File: config.mk
export PLATFORM = sky130hd
export DESIGN_NAME = dcmf_fifo
export DESIGN_NICKNAME = d
export VERILOG_FILES = /design/src/dcmf_fifo.sv
export SDC_FILE = /design/constraint.sdc
export NUM_CORES = 1
export LEC_CHECK = 0
export BUFFER_PORTS_ARGS = -buffer_cell sky130_fd_sc_hd__buf_2
export CAP_MARGIN = 10
export CORE_ASPECT_RATIO = 1.4
export CORE_MARGIN = 4
export CORE_UTILIZATION = 50
export DETAILED_ROUTE_END_ITERATION = 10
export PLACE_DENSITY = 0.67
export SLEW_MARGIN = 10
export SYNTH_ARGS = -nofsm -noshare
export SYNTH_HDL_FRONTEND = slang
export SYNTH_SLANG_ARGS = --single-unit
File: constraint.sdc
create_clock -name clk -period 2.4 [get_ports clk]
set_input_delay 0.12 -clock clk [delete_from_list [all_inputs] [get_ports clk]]
set_output_delay 0.12 -clock clk [all_outputs]
set_load 0.02 [all_outputs]
File: src/dcmf_fifo.sv
// Small register FIFO used for the request queue and the result queue.
module dcmf_fifo #(
  parameter int WIDTH = 8,
  parameter int DEPTH = 4
) (
  input  logic             clk,
  input  logic             rst_n,
  input  logic             push,
  input  logic [WIDTH-1:0] din,
  output logic             full,
  input  logic             pop,
  output logic [WIDTH-1:0] dout,
  output logic             empty
);

  localparam int AW = $clog2(DEPTH);

  logic [WIDTH-1:0] mem_r [DEPTH];
  logic [AW-1:0]    wp_r, wp_nxt, rp_r, rp_nxt;
  logic [AW:0]      cnt_r, cnt_nxt;
  logic             do_push, do_pop;

  assign full    = (cnt_r == (AW+1)'(DEPTH));
  assign empty   = (cnt_r == '0);
  assign do_push = push & ~full;
  assign do_pop  = pop & ~empty;
  assign dout    = mem_r[rp_r];

  always_comb begin
    wp_nxt  = do_push ? wp_r + 1'b1 : wp_r;
    rp_nxt  = do_pop ? rp_r + 1'b1 : rp_r;
    cnt_nxt = cnt_r;
    if (do_push && !do_pop) begin
      cnt_nxt = cnt_r + 1'b1;
    end else if (do_pop && !do_push) begin
      cnt_nxt = cnt_r - 1'b1;
    end
  end

  always_ff @(posedge clk) begin
    if (!rst_n) begin
      wp_r  <= '0;
      rp_r  <= '0;
      cnt_r <= '0;
    end else begin
      wp_r  <= wp_nxt;
      rp_r  <= rp_nxt;
      cnt_r <= cnt_nxt;
    end
  end

  always_ff @(posedge clk) begin
    if (do_push) begin
      mem_r[wp_r] <= din;
    end
  end

endmodule

==> After elaboration in Yosys (flattened, before gate mapping) <==
Memory sizes are Yosys's and may differ from the RTL's. A register that Yosys moved wholly into a read port is not among the register bits.
Cells that the tools add are included.
Widths: inputs -> output; s select.
{ "totals": {"out_inout_bits": 10, "register_bits": 7, "wordCells": 25, "inputBits": 12, "mem_count": 1, "ramBits": 32} }
{ "memory_table": {"columns": ["name", "words", "word_bits", "read_ports", "rd_ports_with_merged_regs", "wr", "line_no", "text"], "rows": [
  ["mem_r", 4, 8, 1, 1, 1, "18", "logic [WIDTH-1:0] mem_r [DEPTH];"]
]} }
{ "op_classes": {"n_addsub": 4, "n_reduce_logical": 6, "muxes": 6, "n_bitwise": 4, "n_eq_ne": 1} }
{ "op_table": {"columns": ["cell", "count"], "rows": [
  ["$mux 3", 2],
  ["$add 2x1->2 const B", 2],
  ["$mux 2", 2],
  ["$add 3x1->3 const B", 1],
  ["$eq 3x3->1 const B", 1],
  ["$logic_not 3->1", 1],
  ["$sub 3x1->3 const B", 1],
  ["$and 1x1->1", 2],
  ["$logic_and 1x1->1", 2],
  ["$logic_not 1->1", 2],
  ["$mux 1", 2],
  ["$not 1->1", 2],
  ["$reduce_bool 2->1", 1]
]} }

==> Depth between registers and ports, before layout <==
Gate-level depths: netlist of run 1.
{ "logic_depth": {"ltp_word": 7, "ltp_mapped": 9} }

==> Least setup slack after synthesis of run 1 <==
No wires, ideal clock.
{ "synth_timing": {"path_kind": "register -> register", "from": "register cnt_r[0]", "to": "register cnt_r[2]", "period_less_slack_ns": 2.070, "arrival_time_ns": 2.000, "setup_time_ns": 0.070, "setup_slack_ns": 0.330, "stages_incl_launch_ff": 10, "cell_sequence": "dfxtp_1 nor3b_2 nor2b_1 buf_6 ha_1 inv_1 fa_1 xor2_1 or3_1 a21boi_1"} }
{ "synth_between": {"elab_chain_len": 6, "word_cells_on_any_way": 15, "classes_between": "2 x add/sub; 1 x eq/ne; 2 x mux; 4 x bitwise; 6 x reduce/logical"} }
{ "synth_lines": {"columns": ["element", "line_no", "text"], "rows": [
  ["start, declared", "20", "logic [AW:0] cnt_r, cnt_nxt;"],
  ["start signal, assigned", "48", "cnt_r <= cnt_nxt;"],
  ["$eq 3x3->1 (*)", "23", "assign full = (cnt_r == (AW+1)'(DEPTH));"],
  ["via full", "10", "output logic full,"],
  ["$not 1->1 (*)", "25", "assign do_push = push & ~full;"],
  ["$and 1x1->1 (*)", "25", null],
  ["via do_push", "21", "logic do_push, do_pop;"],
  ["$logic_not 1->1", "35", "end else if (do_pop && !do_push) begin"],
  ["$logic_and 1x1->1", "35", null],
  ["$reduce_bool 2->1 (no line)", null, null]
]} }
The timed path passes the listed nets; every way through them passes the cells marked *. The select of a mux whose other input is x is not followed.
A chain may end at the register's enable or synchronous reset.

==> Final worst setup path of run 1 <==
{ "layout_timing": {"from": "register cnt_r[1]", "to": "register cnt_r[2]"} }
{ "layout_between": {"elab_chain_len": 6, "word_cells_on_any_way": 15, "classes_between": "2 x add/sub; 1 x eq/ne; 2 x mux; 4 x bitwise; 6 x reduce/logical"} }
{ "layout_lines": {"columns": ["element"], "rows": [
  ["parallel branches: the longest is 6 deep, another holds $sub 3x1->3"]
]} }
Parallel ways; which one is timed is not known. The select of a mux whose other input is x is not followed.

==> results of run 1 <==
==> critical path, stage by stage, from the launching register on <==
cell      delay, ns
dfxtp_1        0.38
o31ai_2        0.35
ha_1           0.25
inv_1          0.07
fa_1           0.38
xor2_1         0.16
or3_1          0.30
a21boi_1       0.15
==> through the flow <==
| step | power, mW | hold WS, ns | utilization |
|---|---|---|---|
| 2_1_floorplan | 1.386 | 0.2189 | - |
| 3_3_place_gp | 1.522 | 0.3308 | 0.5689 |
| 3_5_place_dp | 1.541 | 0.3383 | 0.5689 |
| 4_1_cts | 1.953 | 0.03726 | 0.5946 |
| 5_1_grt | 2.052 | 0.03462 | 0.5946 |
| 6_report | 1.930 | 0.04557 | 0.5946 |
==> cell families after synthesis <==
logic type | count (synthesis) | share of synthesized area
DFF | 41 | 0.6962
xor gates and xnor gates | 4 | 0.02138
buffers and inverters | 7 | 0.02137
AOI/OAI and AO/OA | 4 | 0.02061
adders and majority gates | 6 | 0.05038
muxes | 11 | 0.1282
and+or+nand+nor | 17 | 0.06183
==> per-layer routing <==
layer / up-vias / track usage
li1: 390 / -
met1: 396 / 0.1414
met2: 21 / 0.2341
met3: 5 / 0.04407
met4: 0 / 0.07916
met5: - / 0
==> sequential cells by signal, indices dropped and copies added (netlist names), named ones only <==
register,count
mem_r,32
rp_r,2
wp_r,2
cnt_r,3
==> power by group through the flow <==
stage          clock network, mW  registers, mW  logic [mW]
5_1_grt                    0.470          0.997       0.584
2_1_floorplan                  0          0.935       0.452
3_5_place_dp                   0          0.998       0.544
3_3_place_gp                   0          0.991       0.531
4_1_cts                    0.424          0.983       0.546
6_report                   0.414          0.980       0.537
==> cell usage in the layout (no fill, tap or decap), types with 2 or more instances in the layout <==
cell      netlist  routed
clkbuf_1        1       3
ha_1            5       5
nor2b_1         2       2
mux4_2          8       8
xnor2_1         3       3
inv_1           3       3
buf_2           1      21
edfxtp_1       32      32
and2_1          8       8
dfxtp_1         9       9
mux2i_1         3       3
clkbuf_8        0       5
nand2_1         4       4
==> synthesized netlist by cell type (2+ instances only) <==
cell type	count
edfxtp_1	32
nand2_1	4
mux4_2	8
mux2i_1	3
nor2b_1	2
and2_1	8
inv_1	3
ha_1	5
dfxtp_1	9
xnor2_1	3
==> area by class of cell <==
class | count | area share
clock buffers | 8 | 0.04313
well taps | 39 | 0.02628
repair buffers | 22 | 0.06065
flip-flops and latches | 41 | 0.6146
inverters | 3 | 0.006065
multi-input cells | 42 | 0.2493
==> worst paths after layout <==
kind,from,end,slack (ns),cells after the start
worst max-delay path,cnt_r[1]$_SDFFE_PN0P_,cnt_r[2]$_SDFFE_PN0P_,0.28,7
worst min-delay path,din[4],mem_r[3][4]$_DFFE_PP_,0.05,1
worst max register to register,cnt_r[1]$_SDFFE_PN0P_,cnt_r[2]$_SDFFE_PN0P_,0.28,7
worst min register to register,wp_r[1]$_SDFFE_PN0P_,wp_r[1]$_SDFFE_PN0P_,0.49,2
==> impl_metrics.toml, run 1 <==
[detailed_routing]
route.met3.wl_um = 120
drt_iter0_drc = 12
totalWireLength_um = 2426
dr.pass1.iters = 4
met2WireLength_um = 1281
drc_errors = 0
ant_nets = 0
drt-met1-wl_um = 963
vias = 812
drt-vias-per-instance = 5.239
routed.top_layer = "met4"
wl_per_cell_um = 15.65

[worst_hold_path]
worstHoldPathType = "in2reg"

[global_routing]
grt_pass1_wl_um = 4015
grt_usage = 0.1334
grt_pass1_vias = 834
grt_max_degree = 12
grt-ovfl-total = 0
grt_antenna_before_repair = 0

[clock_network]
numCtsBuffers = 5
root_buffer = "clkbuf_8"
clock_path_buffers = 2
clkTransAtPathRegs_ns = 0.07
ctsResizeCount = 0
post_cts.repair.setup_buffers = 0
ctsHoldBuffers = 0
htree_levels = 2
clk_latency_ns = 0.29
tritoncts = "done"
cts.sinks = 41

[placement]
io_buffer_count = 21
place_area_mm2 = 0.001777
dp.cells = 147
dp_slack_ns = 0.2868
place_congestion = 0.6375
post-dp-hpwl_um = 1737

[floorplan]
dieHeight_um = 75.75
start_util = 0.5248
core_area_mm2 = 0.003123
io_pins = 22
die_x_um = 56.39
rows = 24
dieArea_mm2 = 0.004271

[critical_path]
path_max_fanout = 6
cp.arrival_ns = 2.34
path_class = "reg2reg"
crit_path_start_kind = "register"
cp.required_ns = 2.62
critPathCaptureType = "register"

[synthesis]
synth_cells = 90
synth_edf_count = 32
ys_top_cells_by_area = "edfxtp_1 59%, dfxtp_1 11%, mux4_2 11%"
syn_area_mm2 = 0.001639
netlist.area_leader.share = 0.5863
yosysTopAreaCell = "edfxtp_1"
avgSynthCellArea_um2 = 18.21
ys_warn_count = 0
yosysUniqueCellTypes = 23
ys_ff_latch = 41
synth_ff_type = "edfxtp_1"
synthArstFlopShare = 0
yosysSeqAreaShare = 0.6962
synth_nets = 108

[timing]
setup_viol = 0
clock.fmax_mhz = 471.8
worst_pin_slew_ns = 0.5761
finalWorstSetupSlack_ns = 0.2803
hold_violations = 0
maxSlewViolCount = 0
period_share = 0.8832
fin_skew_ns = 0.002913
finalSetupTns_ns = 0
final.min_clock_period_ns = 2.120
rsz0062_at_grt = "no"
maxSlewHeadroom = 0.6154

[finish]
final_area_mm2 = 0.001857
fillers = 257
fin_cells = 155
area_delta_synth_final_pct = 13.28
drive_above_1_share = 0.3190
ff_latch_area_mm2 = 0.001141
multi_input_area_um2 = 462.9
nets = 133
n_antenna_cell = 0

[power]
cellPowerDensity_mw_per_mm2 = 1039
seqPwrFrac = 0.508
comb_power_share = 0.278
ir_drop_mv = 0.6513
clock_power_share = 0.214
switching_share = 0.3028
power_leakage_nw = 0.6700
p_sw_uw = 584.5
p_int_mw = 1.345

[outcome]
status = "finished clean"

[flow_run]
maxCapViolCount = 0
No activity file was read; power rests on OpenSTA's default activity.
==> run 2, diff against run 1 <==
--- a/config.mk
+++ b/config.mk
@@ -7,11 +7,10 @@
 export LEC_CHECK = 0
 export BUFFER_PORTS_ARGS = -buffer_cell sky130_fd_sc_hd__buf_2
 export CAP_MARGIN = 10
-export CORE_ASPECT_RATIO = 1.4
 export CORE_MARGIN = 4
 export CORE_UTILIZATION = 50
 export DETAILED_ROUTE_END_ITERATION = 10
-export PLACE_DENSITY = 0.67
+export PLACE_DENSITY = 0.7
 export SLEW_MARGIN = 10
 export SYNTH_ARGS = -nofsm -noshare
 export SYNTH_HDL_FRONTEND = slang
==> constraint.sdc (replaced) <==
create_clock -name clk -period 1.95 [get_ports clk]
set_input_delay 0.0975 -clock clk [delete_from_list [all_inputs] [get_ports clk]]
set_output_delay 0.0975 -clock clk [all_outputs]
set_load 0.02 [all_outputs]
==> impl_metrics.toml, run 2 (synthesized netlist as in run 1, its figures left out) <==
[global_routing]
grt_pass1_vias = 880
grt-ovfl-total = 0
grt_max_degree = 14
grt_usage = 0.1479
grt_pass1_wl_um = 4388
grt_antenna_before_repair = 0

[clock_network]
cts.sinks = 41
tritoncts = "done"
root_buffer = "clkbuf_4"
clk_latency_ns = 0.34
clock_path_buffers = 2
post_cts.repair.setup_buffers = 0
clkTransAtPathRegs_ns = 0.10
numCtsBuffers = 5
htree_levels = 2

[power]
cellPowerDensity_mw_per_mm2 = 1245
power.total_mw = 2.476
power_leakage_nw = 0.7176
ir_drop_mv = 0.6987

[floorplan]
die_x_um = 65.26
start_util = 0.5282
dieArea_mm2 = 0.004258
core_area_mm2 = 0.003103
rows = 20
io_pins = 22
dieHeight_um = 65.26

[placement]
post-dp-hpwl_um = 1732
dp.cells = 154
place_congestion = 0.7372
io_buffer_count = 21
dp_slack_ns = -0.003833

[finish]
largest_reg_flops = 32
final_cell_mix = "32 x edfxtp_1, 21 x buf_2, 8 x mux4_2, 8 x and2_1, 8 x dlygate4sd3_1"
final_common_cell = "edfxtp_1"
fin_cells = 170
utilization = 0.6407
reg.largest.list = "mem_r: 32 flops, cnt_r: 3 flops"
n_antenna_cell = 0
regMostFlops = "mem_r"
drive_above_1_share = 0.3730
area_delta_synth_final_pct = 21.30
nets = 143

[worst_hold_path]
hold_path.startpoint = "rst_n"
min_to = "cnt_r[2]$_SDFFE_PN0P_"
min_path_cells = 2
worstHoldPathType = "in2reg"

[outcome]
status = "finished clean"

[critical_path]
r2r_slack_ns = 0.004
worst-path-buf-inv = 1
timing.rr.end = "cnt_r[2]$_SDFFE_PN0P_"
crit_path_start = "cnt_r[2]$_SDFFE_PN0P_"
timing.critical_path.max_delay_family = "adder cells"
path_class = "reg2reg"
crit_slowest_cell = "dfxtp_4"
cp.required_ns = 2.21
crit_chain = "o31ai_4 > ha_2 > inv_1 > fa_2 > xor2_1 > or3_1 > a21boi_1"
slowest_delay_ns = 0.38
crit_path_start_kind = "register"
path_max_fanout = 6
cp.arrival_ns = 2.21
critPathCaptureType = "register"
r2r_start = "cnt_r[2]$_SDFFE_PN0P_"
reg2reg_depth = 7

[timing]
finalWorstSetupSlack_ns = 0.003550
clock.fmax_mhz = 513.8
worst_pin_slew_ns = 0.4566
rsz0062_at_grt = "yes"
maxSlewViolCount = 0
hold_violations = 0
fin_skew_ns = 0.01352
setup_viol = 0
period_share = 0.9982
maxSlewHeadroom = 0.6956
final.min_clock_period_ns = 1.946

[detailed_routing]
dr.pass1.iters = 4
vias = 852
drt_iter0_drc = 26
drt-vias-per-instance = 5.012
drc_errors = 0
ant_nets = 0
wl_per_cell_um = 15.71
totalWireLength_um = 2671

[flow_run]
maxCapViolCount = 0
[run 2: cell types whose count changed in the layout (fill, tap and decap cells not counted), moves of 2 or more]
cell	change
clkbuf_4	+5
clkbuf_8	-5
dfxtp_4	+3
dlygate4sd3_1	+8
clkbuf_1	-2
dfxtp_1	-3
buf_4	+2
[run 2: layer usage]
layer | global-route usage | part of all wire
met5 | 0 | 0
met4 | 0.05440 | 0.018
met3 | 0.05812 | 0.052
met2 | 0.2642 | 0.53
met1 | 0.1563 | 0.40
[run 2: worst max-delay path by stage]
stage | endpoint | slack (ns) | cells after the start
floorplan | cnt_r[2]$_SDFFE_PN0P_ | 0.009 | 9
global placement | cnt_r[2]$_SDFFE_PN0P_ | 0.06 | 7
detailed placement | cnt_r[2]$_SDFFE_PN0P_ | -0.004 | 7
CTS | cnt_r[2]$_SDFFE_PN0P_ | 0.002 | 7
global route | cnt_r[2]$_SDFFE_PN0P_ | -0.07 | 8
finish | cnt_r[2]$_SDFFE_PN0P_ | 0.004 | 7
[run 2: per-stage QoR]
step           setup TNS (ns)  instance area (um^2)  hold slack [ns]
5_1_grt              -0.07240                  1988          0.04471
4_1_cts                     0                  1983          0.06880
3_3_place_gp                0                  1813           0.3095
3_5_place_dp        -0.003833                  1813           0.3198
2_1_floorplan               0                  1654           0.1964
6_report                    0                  1988          0.08456
[run 2: cell type report]
class / instances / area, um^2
clock buffers: 6 / 41.29
clock inverters: 2 / 35.03
fillers: 252 / 1115
inverters: 3 / 11.26
multi-input cells: 42 / 485.5
flip-flops and latches: 41 / 1152
well taps: 44 / 55.05
repair buffers: 32 / 207.7
[run 2: repair_timing]
item / in CTS / in global routing
endpoints found under the hold margin: 32 / 0
hold buffers: 8 / 0
resized for setup: 3 / 2
cloned: 0 / 0
pin swaps: 0 / 2
setup endpoints to repair: 1 / 1
[run 2: power by group]
group,total (mW),switching (mW),internal [mW]
Sequential,1.20,0.112,1.09
Combinational,0.755,0.378,0.377
Clock,0.523,0.254,0.269
