`src/dcmf_pkg.sv`:
```
// Shared constants, types and helpers of the dark channel minimum filter.
package dcmf_pkg;

  localparam int DIM_W          = 12;
  localparam int ROW_W          = 11;
  localparam int COL_W          = 12;
  localparam int POS_W          = 14;
  localparam int PIX_W          = 8;
  localparam int CFG_IDX_W      = 2;
  localparam int MAX_HEIGHT     = 2048;
  localparam int PATCH_SIZE_DEF = 15;
  localparam int MAX_WIDTH_DEF  = 2048;
  localparam int REQ_DEPTH      = 4;
  localparam int OQ_DEPTH       = 8;

  localparam logic [DIM_W-1:0] WIDTH_RST  = 12'd640;
  localparam logic [DIM_W-1:0] HEIGHT_RST = 12'd480;
  localparam logic [PIX_W-1:0] PIX_MAX    = 8'hFF;

  typedef enum logic [CFG_IDX_W-1:0] {
    CFG_FRAME_WIDTH  = 2'd0,
    CFG_FRAME_HEIGHT = 2'd1
  } cfg_reg_t;

  typedef struct packed {
    logic [DIM_W-1:0] width;
    logic [DIM_W-1:0] height;
  } dims_t;

  typedef struct packed {
    logic [ROW_W-1:0] row;
    logic [COL_W-1:0] col;
    logic             last;
  } req_t;

  typedef struct packed {
    logic             en;
    logic [ROW_W-1:0] row;
    logic [COL_W-1:0] col;
    logic [PIX_W-1:0] data;
  } pix_wr_t;

  function automatic logic [PIX_W-1:0] min8(input logic [PIX_W-1:0] a,
                                             input logic [PIX_W-1:0] b);
    return (a < b) ? a : b;
  endfunction

endpackage

```
`src/dcmf_back.sv`:
```
// Back end: column fetch, vertical and horizontal minimum over the window.
module dcmf_back import dcmf_pkg::*; #(
  parameter int PATCH_SIZE = PATCH_SIZE_DEF,
  parameter int MAX_WIDTH  = MAX_WIDTH_DEF,
  parameter int SLOTS      = 32
) (
  input  logic                         clk,
  input  logic                         rst_n,
  input  dims_t                        dims,
  input  req_t                         req,
  input  logic                         req_empty,
  output logic                         req_pop,
  output logic [$clog2(MAX_WIDTH)-1:0] raddr,
  input  logic [PIX_W-1:0]             rdata [SLOTS],
  input  logic                         res_taken,
  output logic                         res_push,
  output logic [PIX_W-1:0]             res_dark,
  output logic                         res_last
);

  localparam int HALF   = PATCH_SIZE / 2;
  localparam int AHEAD  = PATCH_SIZE - 1 - HALF;
  localparam int SW     = $clog2(SLOTS);
  localparam int CW     = $clog2(MAX_WIDTH);
  localparam int PCW    = $clog2(AHEAD + 1);
  localparam int GROUPS = SLOTS / 8;
  localparam int WG     = (PATCH_SIZE + 3) / 4;
  localparam int OCW    = $clog2(OQ_DEPTH + 1);

  logic [PCW-1:0]   pre_cnt_r, pre_cnt_nxt;
  logic [OCW-1:0]   oc_r, oc_nxt;
  logic             is_pre, can_final, issue;
  logic [POS_W-1:0] op_col, w14, h14;
  logic [SLOTS-1:0] mask;

  logic             v1_r, colok1_r, clear1_r, emit1_r, last1_r;
  logic [SLOTS-1:0] mask1_r;
  logic             v2_r, colok2_r, clear2_r, emit2_r, last2_r;
  logic [PIX_W-1:0] gm2_r [GROUPS];
  logic [PIX_W-1:0] gm_nxt [GROUPS];
  logic [PIX_W-1:0] win_r [PATCH_SIZE];
  logic [PIX_W-1:0] win_nxt [PATCH_SIZE];
  logic             emit3_r, last3_r, emit4_r, last4_r;
  logic [PIX_W-1:0] part4_r [WG];
  logic [PIX_W-1:0] part_nxt [WG];

  assign w14       = POS_W'(dims.width);
  assign h14       = POS_W'(dims.height);
  assign is_pre    = ~req_empty && (req.col == '0) && (pre_cnt_r < PCW'(AHEAD));
  assign can_final = ~req_empty && ~is_pre && (oc_r < OCW'(OQ_DEPTH));
  assign issue     = is_pre | can_final;
  assign req_pop   = can_final;
  assign op_col    = is_pre ? POS_W'(pre_cnt_r) : POS_W'(req.col) + POS_W'(AHEAD);
  assign raddr     = op_col[CW-1:0];

  always_comb begin
    logic [SW-1:0]    delta;
    logic [POS_W-1:0] rsum;
    for (int s = 0; s < SLOTS; s++) begin
      delta   = SW'(s) - req.row[SW-1:0] + SW'(HALF);
      rsum    = POS_W'(req.row) + POS_W'(delta);
      mask[s] = (delta < SW'(PATCH_SIZE)) && (rsum >= POS_W'(HALF)) &&
                (rsum <= h14 - 1'b1 + POS_W'(HALF));
    end
  end

  always_comb begin
    pre_cnt_nxt = pre_cnt_r;
    if (is_pre) begin
      pre_cnt_nxt = pre_cnt_r + 1'b1;
    end else if (can_final) begin
      pre_cnt_nxt = '0;
    end
    oc_nxt = oc_r;
    if (can_final && !res_taken) begin
      oc_nxt = oc_r + 1'b1;
    end else if (res_taken && !can_final) begin
      oc_nxt = oc_r - 1'b1;
    end
  end

  always_comb begin
    logic [PIX_W-1:0] v;
    for (int g = 0; g < GROUPS; g++) begin
      gm_nxt[g] = PIX_MAX;
      for (int k = 0; k < 8; k++) begin
        v = mask1_r[g*8+k] ? rdata[g*8+k] : PIX_MAX;
        gm_nxt[g] = min8(gm_nxt[g], v);
      end
    end
  end

  always_comb begin
    logic [PIX_W-1:0] vcol;
    vcol = PIX_MAX;
    for (int g = 0; g < GROUPS; g++) begin
      vcol = min8(vcol, gm2_r[g]);
    end
    if (!colok2_r) vcol = PIX_MAX;
    for (int i = 0; i < PATCH_SIZE; i++) begin
      win_nxt[i] = win_r[i];
    end
    if (v2_r) begin
      for (int i = 0; i < PATCH_SIZE - 1; i++) begin
        win_nxt[i] = clear2_r ? PIX_MAX : win_r[i+1];
      end
      win_nxt[PATCH_SIZE-1] = vcol;
    end
  end

  always_comb begin
    for (int q = 0; q < WG; q++) begin
      part_nxt[q] = PIX_MAX;
      for (int k = 0; k < 4; k++) begin
        if (q * 4 + k < PATCH_SIZE) begin
          part_nxt[q] = min8(part_nxt[q], win_r[q*4+k]);
        end
      end
    end
  end

  always_comb begin
    res_dark = PIX_MAX;
    for (int q = 0; q < WG; q++) begin
      res_dark = min8(res_dark, part4_r[q]);
    end
  end

  assign res_push = emit4_r;
  assign res_last = last4_r;

  always_ff @(posedge clk) begin
    if (!rst_n) begin
      pre_cnt_r <= '0;
      oc_r      <= '0;
      v1_r      <= 1'b0;
      emit1_r   <= 1'b0;
      v2_r      <= 1'b0;
      emit2_r   <= 1'b0;
      emit3_r   <= 1'b0;
      emit4_r   <= 1'b0;
    end else begin
      pre_cnt_r <= pre_cnt_nxt;
      oc_r      <= oc_nxt;
      v1_r      <= issue;
      emit1_r   <= can_final;
      v2_r      <= v1_r;
      emit2_r   <= v1_r & emit1_r;
      emit3_r   <= v2_r & emit2_r;
      emit4_r   <= emit3_r;
    end
  end

  always_ff @(posedge clk) begin
    mask1_r  <= mask;
    colok1_r <= (op_col < w14);
    clear1_r <= is_pre && (pre_cnt_r == '0);
    last1_r  <= req.last;
    colok2_r <= colok1_r;
    clear2_r <= clear1_r;
    last2_r  <= last1_r;
    gm2_r    <= gm_nxt;
    win_r    <= win_nxt;
    last3_r  <= last2_r;
    part4_r  <= part_nxt;
    last4_r  <= last3_r;
  end

endmodule

```
`config.mk`:
```
export PLATFORM = sky130hd
export DESIGN_NAME = dcmf_back
export DESIGN_NICKNAME = d
export VERILOG_FILES = /design/src/dcmf_pkg.sv /design/src/dcmf_back.sv
export SDC_FILE = /design/constraint.sdc
export NUM_CORES = 2
export LEC_CHECK = 0
export BUFFER_PORTS_ARGS = -buffer_cell sky130_fd_sc_hd__buf_2
export CAP_MARGIN = 20
export CORE_ASPECT_RATIO = 0.75
export CORE_MARGIN = 2
export CORE_UTILIZATION = 35
export DETAILED_ROUTE_END_ITERATION = 6
export MAX_ROUTING_LAYER = met4
export SKIP_LAST_GASP = 1
export SLEW_MARGIN = 20
export SYNTH_ARGS = -nofsm -noshare
export SYNTH_HDL_FRONTEND = slang
export SYNTH_SLANG_ARGS = --single-unit
```
`constraint.sdc`:
```
create_clock -name clk -period 15.8 [get_ports clk]
set_clock_uncertainty 0.2 [all_clocks]
set_input_delay 0.79 -clock clk [delete_from_list [all_inputs] [get_ports clk]]
set_output_delay 0.79 -clock clk [all_outputs]
set_load 0.01 [all_outputs]
```
== Word level (Yosys, flattened, before mapping) ==
Index checks and enable logic that the tools add are counted.
Word-level totals
  register bits: 237
  latch bits: 0
  bits in writable memories: 0
  memory bits (read-only): 0
  input bits: 308
  output and inout port bits: 22
  word-level logic and storage cells: 470
  memories: 0
Cells by class
  add/subtract/negate cells: 102
  $mul: 0
  divide/modulo/power cells: 0
  $lt $le $gt $ge: 154
  equal/unequal tests: 0
  shift-type cells: 0
  multiplexer cells: 92
  bitwise operators: 5
  reduce and logical (&&, ||, !) cells: 77
Operator list (number)
  $mux W8: 87
  $le A12 B14 Y1: 32
  $add A11 B5 Y12: 32
  $ge A12 B3 Y1 const B: 32
  $lt A8 B8 Y1: 45
  $add A5 B3 Y5 const B: 32
  $lt A5 B4 Y1 const B: 32
  $lt A8 B8 Y1 const A: 10
  $sub A5 B5 Y5 const A: 16
  $logic_and A1 B1 Y1: 71
  $sub A4 B5 Y5 const A: 8
  $sub A3 B5 Y5 const A: 4
  $add A13 B4 Y14 const B: 1
  $add A12 B3 Y13 const B: 1
  $lt A13 B12 Y1: 1
  $mux W13: 1
  $sub A12 B1 Y13 const B: 1
  $logic_not A12 Y1: 1
  $sub A1 B5 Y5 const A: 2
  $sub A2 B5 Y5 const A: 2
  $mux W4: 2
  $mux W3: 2
  $add A4 B1 Y4 const B: 1
  $lt A4 B4 Y1 const B: 1
  9 further kinds: 13

== Longest topological paths before layout ==
  depth after elaboration: 17
  gate-level depth with buffers: 63
  mapped depth without buffers: 59

== Least setup slack after synthesis ==
No wires, ideal clock.
  kind: input to register
  from: in rdata[191] (netlist bit)
  to: reg gm2_r[22] (netlist bit)
  library setup time: 0.115 ns
  arrival time: 13.034 ns
  data required time: 15.485 ns
  setup slack: 2.452 ns
  cell stages on the path: 62
  path buffers: 4
  path through: nand2b_1 ha_1 a211o_1 a211oi_1 o21a_1 nor2_1 clkbuf_1 nor2_1 a21oi_1 ha_1 and3_1 o21ai_0 nand2_1 o21ba_2 clkbuf_1 nor2_1 a21o_1 ha_1 (+26 left out) o21ai_0 nand2_1 or3_1 inv_1 a21oi_1 mux2_2 ha_1 a21oi_1 nor2b_1 o21ai_0 nand2b_1 nor3_1 nand2_1 o21ai_0 a31oi_1 clkbuf_1 nand2_1 o21a_1
RTL lines
  start, declared: line dcmf_back.sv:14  | input logic [PIX_W-1:0] rdata [SLOTS],
  end signal, assigned: line dcmf_back.sv:162  | gm2_r <= gm_nxt;
  end, declared: line dcmf_back.sv:39  | logic [PIX_W-1:0] gm2_r [GROUPS];

==> flow_summary_export.csv <==
group,metric,value,unit
cts,cts_buffers,29,
yosys,synth-edff-count,120,
timing,final_max_slew_viol_count,0,
detailed_routing,wire_per_inst,19.2,um
setup_path,cp.buffers_inverters,1,
grt,overflow,0,
yosys,synthesis.nets,5302,
grt,first_global_vias,31200,
placement,dp_hpwl,89900,um
setup_path,cp.required,16090,ps
timing,rsz0062_at_grt,"no",
setup_path,critPathLaunchType,"flip-flop",
grt,antenna_found_initial,26,
yosys,syn_inst,4327,
yosys,yosysWarnings,0,
setup_path,setup.worst_path.class,"flip-flop to flip-flop",
finish,multiInputGateArea,28000,um^2
yosys,avgSynthCellArea,8.20,um^2
pwr,peakVddDrop,0.0966,mV
yosys,yosys_most_used_dff,"edfxtp_1",
timing,fin_setup_tns,0,ps
cts,cts-root-buf,"clkbuf_16",
job,drv_cap,0,
detailed_routing,dr.pass1.iters,6,
yosys,netlist_area,35500,um^2
timing,fin_ws,1440,ps
floorplan,die-area,104000,um^2
floorplan,fp.dieH,280,um
setup_path,critPathMaxStageDelay,690,ps
yosys,synth-async-reset-ratio,0,%
setup_path,crit_slowest_cell,"o21ai_1",
timing,setup_viol,0,
grt,grtUsageTotal,22.1,%
grt,grt_max_degree,113,
worst_hold_path,holdCritPathClass,"input port to flip-flop",
yosys,synth_seq_cells,237,
detailed_routing,viasPerCell,5.43,
detailed_routing,antenna_left,0,
run_status,status,"completed",
setup_path,path_max_fanout,16,
pwr,leakagePower,18.9,nW
timing,period_share,90.9,%
floorplan,start_util,35.2,%
floorplan,ios,330,
cts,clk_pin_slew,60,ps
finish,areaGrowthSynthToFinish,12.3,%
finish,final-seq-area,5950,um^2
detailed_routing,vias,32500,
placement,place_ws,1010,ps
cts,cts_tree,"built",
cts,cts.sinks,237,
yosys,ys_seq_area_share,16.8,%
setup_path,cp-end-kind,"flip-flop",
floorplan,row_count,101,
detailed_routing,drc,0,
detailed_routing,wl,115000,um
finish,nets,5584,
setup_path,cp_top_family,"compound AO/OA/AOI/OAI gates",
yosys,synth_cell_type_count,101,
setup_path,critPathMostFrequentCell,"ha_1",
timing,period_needed,14360,ps
finish,fill_cells,10300,
cts,cts_max_level,1,
placement,gp_congestion,0.930,
floorplan,coreArea,101000,um^2
pwr,power.density,146,nW/um^2
floorplan,die_w,372,um
timing,fmax,69.6,MHz
timing,tightest_slew,1130,ps
detailed_routing,drt_iter0_drc,2469,
cts,cts.path.max_buffers,3,
placement,port-buffer-count,329,
cts,clk_latency,600,ps
grt,grt_pass1_wl,178000,um
timing,slew_headroom,24.3,%
setup_path,arrival,14650,ps
finish,drive_above_1_share,16.8,%
timing,final-hold-violation-count,0,
cts,hold_buffers,0,
layout by cell type, fill, tap and decap left out, types with 14 or more instances in the layout:
| master | instances |
|---|---|
| ha_1 | 666 |
| nor2_1 | 346 |
| buf_2 | 328 |
| inv_1 | 321 |
| a21oi_1 | 250 |
| nand2_1 | 228 |
| a21o_1 | 206 |
| o21ai_0 | 190 |
| mux2_2 | 172 |
| nand2b_1 | 168 |
| nor2b_1 | 163 |
| xnor2_1 | 138 |
| xor2_1 | 132 |
| or2_2 | 126 |
| edfxtp_1 | 120 |
| dfxtp_1 | 115 |
| nor3_1 | 104 |
| nand4_1 | 76 |
| nand3_1 | 76 |
| o21a_1 | 72 |
| nor4_1 | 45 |
| buf_4 | 36 |
| mux2i_1 | 32 |
| clkbuf_16 | 32 |
| a211oi_1 | 31 |
| and2_1 | 26 |
| diode_2 | 24 |
| or4_1 | 23 |
| o211ai_1 | 20 |
| a222oi_1 | 20 |
| a31oi_1 | 19 |
| and3_1 | 17 |
| a221oi_1 | 15 |
| or3_1 | 14 |
| a2111o_1 | 14 |
| a2111oi_0 | 14 |
| nor3b_1 | 14 |
flip-flops by register name, summed over array words and instances, names as in the netlist, 3 cells and up:
name / cells
part4_r: 32
mask1_r: 32
pre_cnt_r: 3
gm2_r: 32
oc_r: 4
win_r: 120
power by group:
group,switching (W),internal [W]
logic,0.00235,0.00189
registers,0.0000978,0.000786
clock network,0.000294,0.000406
cells by family after synthesis:
family / Yosys count / synth area share (%)
AO/OA/AOI/OAI: 1020 / 19.7
XOR/XNOR: 279 / 6.89
adder cells (fa/ha/maj): 668 / 23.6
buffers and inverters: 435 / 4.69
flip-flops: 237 / 16.8
multiplexers: 216 / 6.84
AND/OR/NAND/NOR: 1472 / 21.6
synth_stat cells, types with 14 or more instances:
cell	n	share of area [%]
a2111o_1	14	0.44
a2111oi_0	17	0.42
a211oi_1	32	0.68
a21o_1	206	4.4
a21oi_1	250	3.5
a221oi_1	15	0.37
a222oi_1	20	0.56
a31oi_1	19	0.33
and2_1	26	0.46
and3_1	17	0.30
buf_1	17	0.18
clkbuf_1	89	0.94
dfxtp_1	117	6.6
edfxtp_1	120	10
ha_1	666	23
inv_1	321	3.4
mux2_2	172	5.5
mux2i_1	32	0.90
nand2_1	229	2.4
nand2b_1	168	3.0
nand3_1	76	1.1
nand4_1	76	1.3
nor2_1	346	3.7
nor2b_1	163	2.9
nor3_1	105	1.5
nor3b_1	14	0.30
nor4_1	47	0.83
o211ai_1	20	0.42
o21a_1	72	1.5
o21ai_0	190	2.7
o31ai_1	14	0.30
or2_2	126	2.2
or3_1	14	0.25
or4_1	23	0.49
xnor2_1	144	3.6
xor2_1	135	3.3
per-layer routing:
metal | up-vias | routed length, um | global-route usage, %
met5 | - | 0 | -
met4 | 0 | 1660 | 3.90
met3 | 124 | 8680 | 3.46
met2 | 1045 | 47600 | 32.6
met1 | 15100 | 57000 | 31.8
li1 | 16300 | - | -
worst reg2reg max path, delay by kind of cell, from the launching register on:
family          cells  cell delay, ps
compound gates     28            6920
fa+ha+maj           7            2180
buf+inv             1              40
flops               1             510
mux                 6            2150
simple gates       15            2250
stage by stage:
step / hold WS [ps] / instance area [um^2] / instances / utilization [%] / total power [W]
after detailed placement: 117 / 38800 / 5917 / 38.4 / 0.00506
final: 114 / 39900 / 5995 / 39.5 / 0.00582
after global routing: 78.4 / 39800 / 5991 / 39.5 / 0.00638
after floorplan: 110 / 35500 / 4327 / - / 0.00410
after global placement: 109 / 38800 / 5917 / 38.4 / 0.00499
after CTS: 66.9 / 39800 / 5971 / 39.4 / 0.00581
cell type report:
class,instances,share of cell area [%]
sequential,237,14.9
clock inverter,15,0.352
antenna,24,0.151
multi-input combinational,3655,70.4
inverter,322,3.03
timing repair buffer,364,4.80
clock buffer,39,2.18
tap,1339,4.20
repair_timing:
action / in CTS / in global routing
gates resized for setup: 0 / 1
buffers inserted: 0 / 0
endpoints found under the setup margin: 0 / 7
worst paths after layout:
kind	depth (start not counted)	to	startpoint	slack, ps
worst min-delay path	1	last1_r	req[0]	110
worst max register to register	57	gm2_r[9]	mask1_r[16]	1440
worst min register to register	0	last3_r	last2_r	130
worst max-delay path	57	gm2_r[9]	mask1_r[16]	1440
No activity file was read; power rests on OpenSTA's default activity.
