[config.mk]
export PLATFORM = sky130hd
export DESIGN_NAME = dcmf_front
export DESIGN_NICKNAME = d
export VERILOG_FILES = /design/src/dcmf_pkg.sv /design/src/dcmf_front.sv
export SDC_FILE = /design/constraint.sdc
export NUM_CORES = 1
export LEC_CHECK = 0
export ABC_AREA = 1
export ABC_CLOCK_PERIOD_IN_PS = 14000
export BUFFER_PORTS_ARGS = -buffer_cell sky130_fd_sc_hd__buf_2
export CAP_MARGIN = 20
export CORE_ASPECT_RATIO = 0.7
export CORE_UTILIZATION = 64
export DETAILED_ROUTE_END_ITERATION = 12
export PLACE_DENSITY_LB_ADDON = 0.05
export SETUP_SLACK_MARGIN = 0.4
export SLEW_MARGIN = 20
export SYNTH_ARGS = -nofsm -noshare
export SYNTH_HDL_FRONTEND = slang
export SYNTH_SLANG_ARGS = --single-unit
[constraint.sdc]
create_clock -name clk -period 14 [get_ports clk]
set_input_delay 0.7 -clock clk [delete_from_list [all_inputs] [get_ports clk]]
set_output_delay 0.7 -clock clk [all_outputs]
set_load 0.005 [all_outputs]
[src/dcmf_pkg.sv]
// Shared constants, types and helpers of the dark channel minimum filter.
package dcmf_pkg;

  localparam int DIM_W          = 12;
  localparam int ROW_W          = 11;
  localparam int COL_W          = 12;
  localparam int POS_W          = 14;
  localparam int PIX_W          = 8;
  localparam int CFG_IDX_W      = 2;
  localparam int MAX_HEIGHT     = 2048;
  localparam int PATCH_SIZE_DEF = 15;
  localparam int MAX_WIDTH_DEF  = 2048;
  localparam int REQ_DEPTH      = 4;
  localparam int OQ_DEPTH       = 8;

  localparam logic [DIM_W-1:0] WIDTH_RST  = 12'd640;
  localparam logic [DIM_W-1:0] HEIGHT_RST = 12'd480;
  localparam logic [PIX_W-1:0] PIX_MAX    = 8'hFF;

  typedef enum logic [CFG_IDX_W-1:0] {
    CFG_FRAME_WIDTH  = 2'd0,
    CFG_FRAME_HEIGHT = 2'd1
  } cfg_reg_t;

  typedef struct packed {
    logic [DIM_W-1:0] width;
    logic [DIM_W-1:0] height;
  } dims_t;

  typedef struct packed {
    logic [ROW_W-1:0] row;
    logic [COL_W-1:0] col;
    logic             last;
  } req_t;

  typedef struct packed {
    logic             en;
    logic [ROW_W-1:0] row;
    logic [COL_W-1:0] col;
    logic [PIX_W-1:0] data;
  } pix_wr_t;

  function automatic logic [PIX_W-1:0] min8(input logic [PIX_W-1:0] a,
                                             input logic [PIX_W-1:0] b);
    return (a < b) ? a : b;
  endfunction

endpackage

[src/dcmf_front.sv]
// Front end: accepts items, stores pixel minima and issues result requests.
module dcmf_front import dcmf_pkg::*; #(
  parameter int PATCH_SIZE = PATCH_SIZE_DEF
) (
  input  logic             clk,
  input  logic             rst_n,
  input  dims_t            dims,
  input  logic             restart,
  input  logic             in_push,
  input  logic             in_cmd,
  input  logic [PIX_W-1:0] in_blue,
  input  logic [PIX_W-1:0] in_green,
  input  logic [PIX_W-1:0] in_red,
  output logic             in_full,
  input  logic             req_full,
  input  logic             req_empty,
  output logic             req_push,
  output req_t             req,
  output pix_wr_t          wr
);

  localparam int AHEAD = PATCH_SIZE - 1 - PATCH_SIZE / 2;

  logic [COL_W-1:0] in_col_r, in_col_nxt, out_col_r, out_col_nxt;
  logic [ROW_W-1:0] in_row_r, in_row_nxt, out_row_r, out_row_nxt;
  logic             in_done_r, in_done_nxt, hold_r, hold_nxt;
  logic             accept, pix, rdy, lst;
  logic [POS_W-1:0] w14, h14, nc, nr, tr, tc, ic14, ir14, oc14, or14;
  logic             nd;

  assign in_full = req_full | hold_r;
  assign accept  = in_push & ~in_full;
  assign pix     = accept & ~in_cmd & ~in_done_r;

  always_comb begin
    w14  = POS_W'(dims.width);
    h14  = POS_W'(dims.height);
    ic14 = POS_W'(in_col_r);
    ir14 = POS_W'(in_row_r);
    oc14 = POS_W'(out_col_r);
    or14 = POS_W'(out_row_r);
    nc   = ic14;
    nr   = ir14;
    nd   = in_done_r;
    if (pix) begin
      if (ic14 + 1'b1 >= w14) begin
        nc = '0;
        if (ir14 + 1'b1 >= h14) begin
          nr = '0;
          nd = 1'b1;
        end else begin
          nr = ir14 + 1'b1;
        end
      end else begin
        nc = ic14 + 1'b1;
      end
    end
    tr = or14 + POS_W'(AHEAD);
    if (tr > h14 - 1'b1) tr = h14 - 1'b1;
    tc = oc14 + POS_W'(AHEAD);
    if (tc > w14 - 1'b1) tc = w14 - 1'b1;
    rdy = accept && (nd || (tr < nr) || ((tr == nr) && (tc < nc)));
    lst = (or14 == h14 - 1'b1) && (oc14 == w14 - 1'b1);

    in_col_nxt  = nc[COL_W-1:0];
    in_row_nxt  = nr[ROW_W-1:0];
    in_done_nxt = nd;
    out_col_nxt = out_col_r;
    out_row_nxt = out_row_r;
    hold_nxt    = req_empty ? 1'b0 : hold_r;
    if (rdy) begin
      if (lst) begin
        in_col_nxt  = '0;
        in_row_nxt  = '0;
        in_done_nxt = 1'b0;
        out_col_nxt = '0;
        out_row_nxt = '0;
        hold_nxt    = 1'b1;
      end else if (oc14 + 1'b1 >= w14) begin
        out_col_nxt = '0;
        out_row_nxt = out_row_r + 1'b1;
      end else begin
        out_col_nxt = out_col_r + 1'b1;
      end
    end
    if (restart) begin
      in_col_nxt  = '0;
      in_row_nxt  = '0;
      in_done_nxt = 1'b0;
      out_col_nxt = '0;
      out_row_nxt = '0;
      hold_nxt    = 1'b0;
    end
  end

  assign req_push = rdy;
  assign req.row  = out_row_r;
  assign req.col  = out_col_r;
  assign req.last = lst;
  assign wr.en    = pix;
  assign wr.row   = in_row_r;
  assign wr.col   = in_col_r;
  assign wr.data  = min8(in_blue, min8(in_green, in_red));

  always_ff @(posedge clk) begin
    if (!rst_n) begin
      in_col_r  <= '0;
      in_row_r  <= '0;
      in_done_r <= 1'b0;
      out_col_r <= '0;
      out_row_r <= '0;
      hold_r    <= 1'b0;
    end else begin
      in_col_r  <= in_col_nxt;
      in_row_r  <= in_row_nxt;
      in_done_r <= in_done_nxt;
      out_col_r <= out_col_nxt;
      out_row_r <= out_row_nxt;
      hold_r    <= hold_nxt;
    end
  end

endmodule

Yosys cells after proc, flatten, opt, wreduce, memory -nomap -nowiden. Index checks and enable logic that the tools add are counted.

Register bits: 48. Bits of input ports: 55. Output and inout bits: 58. Logic and storage cells: 68.

Add/subtract/negate cells: 9. Magnitude comparators: 9. Eq/ne operators: 3. Multiplexer cells: 25. Bitwise logic cells: 8. Reductions and logical operators: 8.

Operator list (count): $mux W12 (7); $mux W11 (4); $ge A14 B12 Y1 (2); $lt A14 B14 Y1 (2); $mux W14 (2); $add A12 B1 Y13 const B (2); $mux W13 (2); $sub A12 B1 Y13 const B (2); $lt A8 B8 Y1 (2); $mux W8 (2); $eq A11 B14 Y1 (1); $eq A12 B14 Y1 (1); $eq A14 B14 Y1 (1); $gt A12 B14 Y1 (1); $gt A13 B14 Y1 (1); $add A12 B3 Y13 const B (1); $ge A13 B12 Y1 (1); $add A11 B1 Y12 const B (1); $add A11 B3 Y12 const B (1); $add A12 B1 Y12 const B (1); $add A11 B1 Y11 const B (1); $mux W1 (8); $not A1 Y1 (4); $and A1 B1 Y1 (3); other kinds (6) (9).

Logic depth before layout (Yosys ltp). Gate-level depths: netlist of the first run.

Depth in word-level cells: 11. Mapped depth: 37. Gate-level depth less buffers: 36.

Least setup slack after synthesis of the first run. Ideal clock, no wire load.

Path type: register to output. Start point: reg in_col_r[0]. End point: out req_push. Data arrival time: 4143 ps. Required time: 13300 ps. Slack: 9157 ps. Stages on the path, launching flop included: 29. Buffers on the path: 0. Cells stage by stage: dfxtp_1 > and3_1 > nand4_1 > nor2_1 > nand2_1 > nor2_1 > xor2_1 > inv_1 > ha_1 > nand2_1 > inv_1 > nand3_1 > nor2_1 > nor2_1 > nand2_2 > inv_2 > nor2_4 > inv_2 > nor2_1 > inv_1 > o21ai_0 > inv_1 > ha_1 > nand2_1 > nor2_1 > nand3_1 > a2111oi_0 > nand2_2 > a21oi_4.

Cells in the longest elaborated chain, start to end: 8. Elaborated cells between the ends (all ways): 15. Those cells by class: add/sub: 1; order compare: 3; eq/ne: 1; mux: 6; reduce/logical: 4.

Ends and longest elaborated chain: from (decl) (RTL line dcmf_front.sv:24) `logic [COL_W-1:0] in_col_r, in_col_nxt, out_col_r, out_col_nxt;`; from (signal assigned) (RTL line dcmf_front.sv:114) `in_col_r <= in_col_nxt;`; $add A12 B1 Y13 (RTL line dcmf_front.sv:46, dcmf_front.sv:55); $ge A14 B12 Y1 (RTL line dcmf_front.sv:46) `if (ic14 + 1'b1 >= w14) begin`; $mux W12 or $mux W13 (tied branches) (RTL line dcmf_front.sv:46); $mux W12 or $mux W13 (tied branches) (RTL line dcmf_front.sv:45) `if (pix) begin`; $lt A14 B14 Y1 or $eq A14 B14 Y1 (tied branches) (RTL line dcmf_front.sv:62) `rdy = accept && (nd || (tr < nr) || ((tr == nr) && (tc < nc)));`; $logic_or A1 B1 Y1 or $logic_and A1 B1 Y1 (tied branches) (RTL line dcmf_front.sv:62); $logic_or A1 B1 Y1 (*) (RTL line dcmf_front.sv:62); $logic_and A1 B1 Y1 (*) (RTL line dcmf_front.sv:62); to (decl) (RTL line dcmf_front.sv:17) `output logic req_push,`.

Mark *: on every way between the ends. The rest lies on a longest branch, timed or not.

Worst setup path in the final report of the first run. Ends and elaborated chain as after synthesis.

==> flow_summary.json, run 1 <==
{
  "clk_pin_slew_worst_paths_ns": 0.06,
  "min_path_type": "reg2reg",
  "cp_slowest_cell": "a2111oi_0",
  "cp_top_family": "simple AND/OR/NAND/NOR gates",
  "yosys.area_share.simple_pct": 34.82,
  "fin_crit_sh_pct": 44.21,
  "dpl_worst_slack_ns": 8.225,
  "final.setup.worst_slack_ns": 7.811,
  "syn-cell-area_sq_um": 7136,
  "port_buffers": 112,
  "cts_max_path_buffers": 2,
  "hold_buffers": 0,
  "sequentialPowerShare_pct": 35.2,
  "synth_xor_area_share_pct": 9.960,
  "dr_wl_met2_mm": 7.820,
  "die-area_sq_um": 11580,
  "worstPathMaxFanout": 9,
  "wl_met1_mm": 9.764,
  "synth_edf_count": 0,
  "worstMarginPinSlew_ns": 0.9068,
  "syn_inst": 1139,
  "peakVddDrop_v": 0.00005971,
  "cts_inserted_buffers": 5,
  "period_needed_ns": 6.189,
  "synth_flop_cell": "dfxtp_1",
  "synth_fp_nets": 1300,
  "synth_compound_area_share_pct": 11.70,
  "start_kind": "flip-flop",
  "clock-sinks": 48,
  "first_iter_violations": 688,
  "path_buf_inv": 7,
  "fill_cells": 909,
  "ctsResizeCount": 0,
  "placedCellCount": 1382,
  "vias": 7580,
  "sw_frac_of_total_pct": 29.49,
  "pin_count": 113,
  "postRouteAntennaNets": 0,
  "r2r_end": "in_row_r[0]",
  "finalHoldViolations": 0,
  "hold-path-cell-count": 4,
  "skew_ns": 0.007588,
  "min_to": "in_done_r",
  "initial_core_util_pct": 67.39,
  "routed_wl_mm": 19.94,
  "power_density_nw_per_um2": 48.90,
  "slew_headroom_pct": 39.28,
  "clock-root-buffer": "clkbuf_16",
  "num_antenna_cells": 0,
  "status": "finished clean",
  "drc": 0,
  "rsz0062_at_grt": "no",
  "routed.top_layer": "met4",
  "wl_per_cell_microns": 14.35,
  "p_sw_w": 0.0001148,
  "via_per_inst": 5.457,
  "synth-seq-cells": 48,
  "ys_types": 54,
  "core_area_sq_um": 10590,
  "fmax_mhz": 161.6,
  "synthAdderAreaFrac_pct": 18.59,
  "regToRegSetupSlack_ns": 8.21,
  "htreeDepth": 2,
  "required_ns": 13.30,
  "worstSetupPathType": "reg2out",
  "setup_tns_ns": 0,
  "synth_mux_area_share_pct": 0,
  "dr_wl_met3_mm": 2.115,
  "cp-end-kind": "output pin",
  "gr-total-overflow": 0,
  "combPwrFrac_pct": 25.3,
  "synth-seq-area-share_pct": 13.47,
  "rows": 31,
  "post_cts_buffers": 0,
  "dieHeight_microns": 90.35,
  "path_common_cell": "nor2_1",
  "final_cells": 1389,
  "hp-start": "in_done_r",
  "drive_above_1_share_pct": 14.59,
  "synth_top_family_by_area": "simple AND/OR/NAND/NOR gates",
  "cts_tree": "yes",
  "clockPowerShare_pct": 39.5,
  "ys_async_sr_fraction_pct": 0,
  "drv_cap": 0,
  "power.leakage_nw": 4.331,
  "crit_arrival_ns": 5.49,
  "first_pass_iters": 5,
  "gp_congestion": 0.9890,
  "die_w_microns": 128.2,
  "grt_max_degree": 25,
  "track_usage_pct": 35.12,
  "nNetsFinal": 1402,
  "syn_to_final_growth_pct": 11.57,
  "first_global_vias": 6832,
  "antenna_found_initial": 0,
  "fin_util_pct": 75.19,
  "slowest_delay_ns": 0.47,
  "dp_hpwl_mm": 16.60,
  "syn_area_per_cell_sq_um": 6.265,
  "p_int_w": 0.0002745,
  "synth_warnings": 0,
  "r2r_cells": 32,
  "drv_slew": 0,
  "setup_viol": 0,
  "r2r-start": "in_col_r[0]",
  "clock_latency_ns": 0.30,
  "grt_pass1_wl_mm": 32.75
}
==> power groups by stage <==
stage	combinational [W]	clock, W	sequential, W
4_1_cts	0.0000972	0.000156	0.000137
6_report	0.0000986	0.000154	0.000137
3_3_place_gp	0.0000952	0	0.000140
2_1_floorplan	0.0000634	0	0.000140
5_1_grt	0.000112	0.000160	0.000137
3_5_place_dp	0.0000964	0	0.000140
==> worst max path at each step <==
| stage | start | to | slack, ns | cells past startpoint |
|---|---|---|---|---|
| finish | in_col_r[0] | req_push | 7.81 | 30 |
| CTS | in_col_r[0] | req_push | 7.89 | 30 |
| detailed placement | in_col_r[0] | req_push | 8.23 | 30 |
| floorplan | in_col_r[0] | req_push | 9.16 | 28 |
| global route | in_col_r[0] | req_push | 7.25 | 30 |
| global placement | in_col_r[0] | req_push | 8.24 | 30 |
==> area by class of cell <==
type,count,area (sq um),share of cell area [%]
Tap cell,148,185.2,2.326
Inverter,183,686.9,8.628
Clock buffer,5,125.1,1.572
Clock inverter,2,60.06,0.7544
Sequential cell,48,960.9,12.07
Timing Repair Buffer,115,583.1,7.324
Multi-Input combinational cell,888,5360,67.33
==> layer usage <==
metal  global-route usage (%)  up-vias
met2                    50.95      366
met3                    6.102       20
met4                    7.647        0
met1                    53.16     3320
met5                        0        -
li1                         -     3874
==> sequential cells by signal (all words and copies together) (netlist names) <==
name,count
out_col_r,12
in_row_r,11
out_row_r,11
in_done_r,1
in_col_r,12
hold_r,1
==> per-stage QoR <==
step           cell area [sq um]  hold WS, ns  total power, W
2_1_floorplan               7136       0.5142       0.0002034
3_3_place_gp                7776       0.5395       0.0002353
3_5_place_dp                7776       0.5725       0.0002365
4_1_cts                     7961       0.5811       0.0003906
5_1_grt                     7961       0.6182       0.0004085
6_report                    7961       0.5874       0.0003893
==> kinds of logic (layout without fill, tap and decap cells) <==
logic type / count (synthesis) / in the layout
AOI/OAI and AO/OA: 144 / 144
other: 1 / 1
xor gates and xnor gates: 76 / 76
DFF: 48 / 48
adders and majority gates: 106 / 106
and+or+nand+nor: 561 / 561
buffers and inverters: 203 / 305
==> cells in the final DEF, fill, tap and decap left out, types with 5 or more instances in the layout <==
master     instances
inv_1            172
nand3_1           49
nor3_1            15
o21ai_0           59
nand2_2            8
nand4_1           27
inv_2             11
buf_2            112
dfxtp_1           48
nand3_2            7
xor2_1            69
xor2_2             6
clkbuf_16          5
nor4_1             6
ha_1             106
nand2_1          277
nor2_2             9
a21oi_1           48
nor2_1           139
==> synthesized netlist by cell type, drive strengths merged (6+ instances only) <==
library cell  count  area share (%)
nand2           288              16
inv             183             9.6
nor2            152             8.7
ha              106              19
xor2             75             9.8
o21ai            61             4.3
nand3            57             4.7
a21oi            50             3.8
dfxtp            48              13
nand4            27             2.4
nor3             17             1.3
buf              13             1.4
clkbuf            7            0.37
nor4              6            0.53
or2               6            0.53
==> tightest hold or removal path, cell delays in order (launching register included) <==
cell     delay [ns]
dfxtp_1        0.31
inv_1          0.04
nand2_1        0.09
inv_1          0.07
nor2_1         0.04
No activity file was read; power rests on OpenSTA's default activity.
==> run 2, diff against run 1 <==
--- a/config.mk
+++ b/config.mk
@@ -6,11 +6,11 @@
 export NUM_CORES = 1
 export LEC_CHECK = 0
 export ABC_AREA = 1
-export ABC_CLOCK_PERIOD_IN_PS = 14000
+export ABC_CLOCK_PERIOD_IN_PS = 6300
 export BUFFER_PORTS_ARGS = -buffer_cell sky130_fd_sc_hd__buf_2
 export CAP_MARGIN = 20
 export CORE_ASPECT_RATIO = 0.7
-export CORE_UTILIZATION = 64
+export CORE_UTILIZATION = 59
 export DETAILED_ROUTE_END_ITERATION = 12
 export PLACE_DENSITY_LB_ADDON = 0.05
 export SETUP_SLACK_MARGIN = 0.4
==> constraint.sdc (replaced) <==
create_clock -name clk -period 6.3 [get_ports clk]
set_input_delay 0.315 -clock clk [delete_from_list [all_inputs] [get_ports clk]]
set_output_delay 0.315 -clock clk [all_outputs]
set_load 0.005 [all_outputs]
==> flow_summary.json, run 2 (synthesis gave the netlist of run 1 again) <==
{
  "setup_viol": 0,
  "final_common_cell": "nand2_1",
  "clk_pin_slew_worst_paths_ns": 0.07,
  "fin_util_pct": 67.96,
  "cp_slowest_cell": "dfxtp_1",
  "first_pass_iters": 5,
  "dp_hpwl_mm": 16.80,
  "worstMarginPinSlew_ns": 0.6269,
  "cts_max_path_buffers": 2,
  "drc": 0,
  "min_path_type": "in2reg",
  "power_density_nw_per_um2": 103.8,
  "track_usage_pct": 32.92,
  "drv_cap": 0,
  "drv_slew": 0,
  "fill_cells": 1127,
  "slew_headroom_pct": 58.10,
  "fin_crit_sh_pct": 85.19,
  "start_kind": "flip-flop",
  "via_per_inst": 5.313,
  "fmax_mhz": 186.3,
  "dieHeight_microns": 94.01,
  "p_int_w": 0.0005715,
  "drive_above_1_share_pct": 14.80,
  "cp-end-kind": "output pin",
  "antenna_found_initial": 0,
  "status": "finished clean",
  "period_needed_ns": 5.367,
  "cts_inserted_buffers": 5,
  "first_iter_violations": 568,
  "sequentialPowerShare_pct": 36.8,
  "hold_buffers": 0,
  "skew_ns": 0.008121,
  "setup_tns_ns": 0,
  "gp_congestion": 0.9368,
  "worstSetupPathType": "reg2out",
  "clockPowerShare_pct": 36.9,
  "wl_per_cell_microns": 14.19,
  "gr-total-overflow": 0,
  "routed_wl_mm": 19.86,
  "peakVddDrop_v": 0.0001033,
  "crit_arrival_ns": 5.05,
  "first_global_vias": 6654,
  "most-common-layout-cells": "nand2_1, inv_1, nor2_1, buf_2, ha_1",
  "clock-root-buffer": "clkbuf_16",
  "power.leakage_nw": 4.336,
  "core_area_sq_um": 11730,
  "sw_frac_of_total_pct": 30.93,
  "required_ns": 5.98,
  "grt_max_degree": 25,
  "die_w_microns": 133.4,
  "top_regs": "in_col_r x12, out_col_r x12",
  "nNetsFinal": 1403,
  "initial_core_util_pct": 60.85,
  "rsz0062_at_grt": "no",
  "port_buffers": 112,
  "worstPathMaxFanout": 9,
  "htreeDepth": 2,
  "rows": 33,
  "syn_to_final_growth_pct": 11.68,
  "pin_count": 113,
  "postRouteAntennaNets": 0,
  "clock_latency_ns": 0.30,
  "die-area_sq_um": 12550,
  "p_sw_w": 0.0002560,
  "clock-sinks": 48,
  "num_antenna_cells": 0,
  "slowest_delay_ns": 0.41,
  "cts_tree": "yes",
  "finalHoldViolations": 0,
  "grt_pass1_wl_mm": 32.60,
  "combPwrFrac_pct": 26.3,
  "vias": 7438
}
[run 2: cell types whose count changed in the layout (fill, tap and decap cells not counted)]
cell / before / now
clkinv_2: 0 / 1
buf_2: 112 / 113
a2111oi_0: 1 / 0
a2111oi_1: 0 / 1
clkinvlp_4: 0 / 1
nor2_2: 9 / 10
nand2_4: 2 / 3
bufinv_16: 2 / 1
nor2_1: 139 / 138
nand2_2: 8 / 7
[run 2: worst paths after layout]
path               startpoint  depth (start not counted)            to  slack (ns)
setup / recovery  in_col_r[0]                         30      req_push        0.93
setup reg to reg  in_col_r[0]                         32  in_row_r[10]        1.05
hold / removal      req_empty                          3        hold_r        0.34
hold reg to reg   in_col_r[1]                          2   in_col_r[1]        0.61
[run 2: layer usage]
layer	up-vias	global-route usage [%]	wire length, microns
met5	-	0	0
met1	3262	50.15	10160
met4	0	5.777	133
met3	13	4.477	1659
met2	280	48.78	7904
li1	3883	-	-
[run 2: final cells by class]
type | count | area [sq um] | area share [%]
timing repair buffer | 116 | 588.1 | 7.379
tap | 157 | 196.4 | 2.465
multi-input combinational | 888 | 5369 | 67.37
inverter | 183 | 686.9 | 8.620
clock buffer | 5 | 125.1 | 1.570
clock inverter | 3 | 42.54 | 0.5338
sequential | 48 | 960.9 | 12.06
[run 2: timing repair]
item,4_1_cts,5_1_grt
setup endpoints to repair,0,37
resized for setup,0,3
buffers inserted,0,0
endpoints found under the hold margin,0,0
[run 2: power groups by stage]
| stage | Clock (W) | Combinational (W) | Sequential, W |
|---|---|---|---|
| floorplan | 0 | 0.000141 | 0.000311 |
| global placement | 0 | 0.000212 | 0.000311 |
| detailed placement | 0 | 0.000214 | 0.000311 |
| CTS | 0.000309 | 0.000215 | 0.000304 |
| global route | 0.000323 | 0.000250 | 0.000304 |
| finish | 0.000305 | 0.000218 | 0.000304 |
[run 2: critical path: cells and delay by family, from the launching register on]
kind | cells | cell delay, ns
simple gates | 16 | 1.89
fa+ha+maj | 3 | 0.77
compound gates | 4 | 0.91
buf+inv | 7 | 0.78
flops | 1 | 0.41
[run 2: metrics by stage]
| step | instances | hold WS, ns | area, sq um | power, W | setup WS (ns) |
|---|---|---|---|---|---|
| 2_1_floorplan | 1139 | 0.5062 | 7136 | 0.0004521 | 1.650 |
| 3_3_place_gp | 1391 | 0.5645 | 7787 | 0.0005232 | 1.161 |
| 3_5_place_dp | 1391 | 0.5874 | 7787 | 0.0005250 | 0.9475 |
| 4_1_cts | 1399 | 0.3328 | 7955 | 0.0008286 | 0.8157 |
| 5_1_grt | 1400 | 0.3384 | 7969 | 0.0008778 | 0.4237 |
| 6_report | 1400 | 0.3352 | 7969 | 0.0008274 | 0.9330 |
==> run 3, diff against run 2 <==
--- a/config.mk
+++ b/config.mk
@@ -10,6 +10,7 @@
 export BUFFER_PORTS_ARGS = -buffer_cell sky130_fd_sc_hd__buf_2
 export CAP_MARGIN = 20
 export CORE_ASPECT_RATIO = 0.7
+export CORE_MARGIN = 2
 export CORE_UTILIZATION = 59
 export DETAILED_ROUTE_END_ITERATION = 12
 export PLACE_DENSITY_LB_ADDON = 0.05
==> flow_summary.json, run 3 (synthesis gave the netlist of run 1 again) <==
{
  "fin_crit_sh_pct": 84.88,
  "most-common-layout-cells": "nand2_1, inv_1, nor2_1, buf_2, ha_1",
  "cts_max_path_buffers": 2,
  "power_w": 0.0008294,
  "fill_cells": 1150,
  "skew_ns": 0.01231,
  "power_density_nw_per_um2": 104.1,
  "combPwrFrac_pct": 26.2,
  "cp_slowest_cell": "a2111oi_1",
  "peakVddDrop_v": 0.00009434,
  "setup_viol": 0,
  "first_pass_iters": 5,
  "fin_util_pct": 67.68,
  "drive_above_1_share_pct": 14.73,
  "final.setup.worst_slack_ns": 0.9524,
  "dpl_worst_slack_ns": 0.9659,
  "num_antenna_cells": 0,
  "final_common_cell": "nand2_1",
  "slowest_delay_ns": 0.44,
  "ctsResizeCount": 0,
  "wl_per_cell_microns": 14.21,
  "die_w_microns": 135.4,
  "rows": 33,
  "gr-total-overflow": 0,
  "period_needed_ns": 5.348,
  "track_usage_pct": 31.11,
  "worstMarginPinSlew_ns": 0.9188,
  "top_regs": "in_col_r x12, out_col_r x12",
  "dp_hpwl_mm": 16.86,
  "sequentialPowerShare_pct": 36.7,
  "ff_latch_area_sq_um": 960.9,
  "first_global_vias": 6526,
  "postRouteAntennaNets": 0,
  "post_cts_buffers": 0,
  "multiInputGateArea_sq_um": 5369,
  "gp_congestion": 0.9704,
  "cp-end-kind": "output pin",
  "clock-root-buffer": "clkbuf_16",
  "initial_core_util_pct": 60.64,
  "clock_latency_ns": 0.30,
  "die-area_sq_um": 13000,
  "status": "finished clean",
  "crit_arrival_ns": 5.03,
  "cts_inserted_buffers": 5,
  "routed_wl_mm": 19.89,
  "slew_headroom_pct": 38.48,
  "finalHoldViolations": 0,
  "vias": 7455,
  "cts_tree": "yes",
  "start_kind": "flip-flop",
  "antenna_found_initial": 0,
  "clock-sinks": 48,
  "sw_frac_of_total_pct": 31.13,
  "syn_to_final_growth_pct": 11.61,
  "worstSetupPathType": "reg2out",
  "grt_pass1_wl_mm": 32.04,
  "clk_pin_slew_worst_paths_ns": 0.07,
  "pin_count": 113,
  "worstPathMaxFanout": 9,
  "path_common_cell": "nor2_1",
  "setup_tns_ns": 0,
  "first_iter_violations": 569,
  "via_per_inst": 5.329,
  "fmax_mhz": 187.0,
  "clockPowerShare_pct": 37.1,
  "rsz0062_at_grt": "no",
  "drv_slew": 0,
  "min_path_type": "in2reg",
  "hold_buffers": 0,
  "p_sw_w": 0.0002582,
  "port_buffers": 112,
  "grt_max_degree": 25,
  "power.leakage_nw": 4.332,
  "required_ns": 5.98,
  "core_area_sq_um": 11770,
  "dieHeight_microns": 96.01,
  "htreeDepth": 2,
  "drv_cap": 0,
  "drc": 0,
  "p_int_w": 0.0005712,
  "nNetsFinal": 1402
}
==> run 3: power groups by stage <==
stage	sequential, W	combinational [W]	clock [W]
2_1_floorplan	0.000311	0.000141	0
3_3_place_gp	0.000311	0.000212	0
3_5_place_dp	0.000311	0.000214	0
4_1_cts	0.000304	0.000216	0.000309
5_1_grt	0.000304	0.000249	0.000322
6_report	0.000304	0.000217	0.000308
==> run 3: area by class of cell <==
type	count	share of cell area, %
Sequential cell	48	12.07
Multi-Input combinational cell	888	67.42
Tap cell	157	2.467
Inverter	183	8.625
Timing Repair Buffer	115	7.321
Clock buffer	5	1.571
Clock inverter	3	0.5342
==> run 3: through the flow <==
stage | area (sq um) | std cells | hold slack, ns
6_report | 7964 | 1399 | 0.3761
5_1_grt | 7964 | 1399 | 0.3721
4_1_cts | 7955 | 1399 | 0.3639
3_5_place_dp | 7787 | 1391 | 0.5490
3_3_place_gp | 7787 | 1391 | 0.5459
2_1_floorplan | 7136 | 1139 | 0.5062
==> run 3: final timing paths <==
path	start	end	slack, ns	cells past startpoint
worst max-delay path	in_col_r[0]	req_push	0.95	27
worst min-delay path	req_empty	hold_r	0.38	3
worst max register to register	in_col_r[0]	in_done_r	1.06	29
worst min register to register	in_done_r	in_done_r	0.58	4
==> run 3: critical path: cells and delay by family (launching register included) <==
| family | cells | cell delay [ns] |
|---|---|---|
| compound gates | 3 | 0.82 |
| xor+xnor | 1 | 0.15 |
| fa+ha+maj | 2 | 0.57 |
| buf+inv | 6 | 0.69 |
| flops | 1 | 0.41 |
| simple gates | 15 | 2.10 |
==> run 3: routing by layer <==
metal | share of wire [%] | wire length [microns] | vias up | track usage (%)
met5 | 0 | 0 | - | 0
met4 | 0.74 | 147 | 0 | 4.427
met3 | 8.7 | 1739 | 13 | 5.213
met2 | 39 | 7827 | 260 | 46.62
met1 | 51 | 10170 | 3307 | 47.34
li1 | - | - | 3875 | -
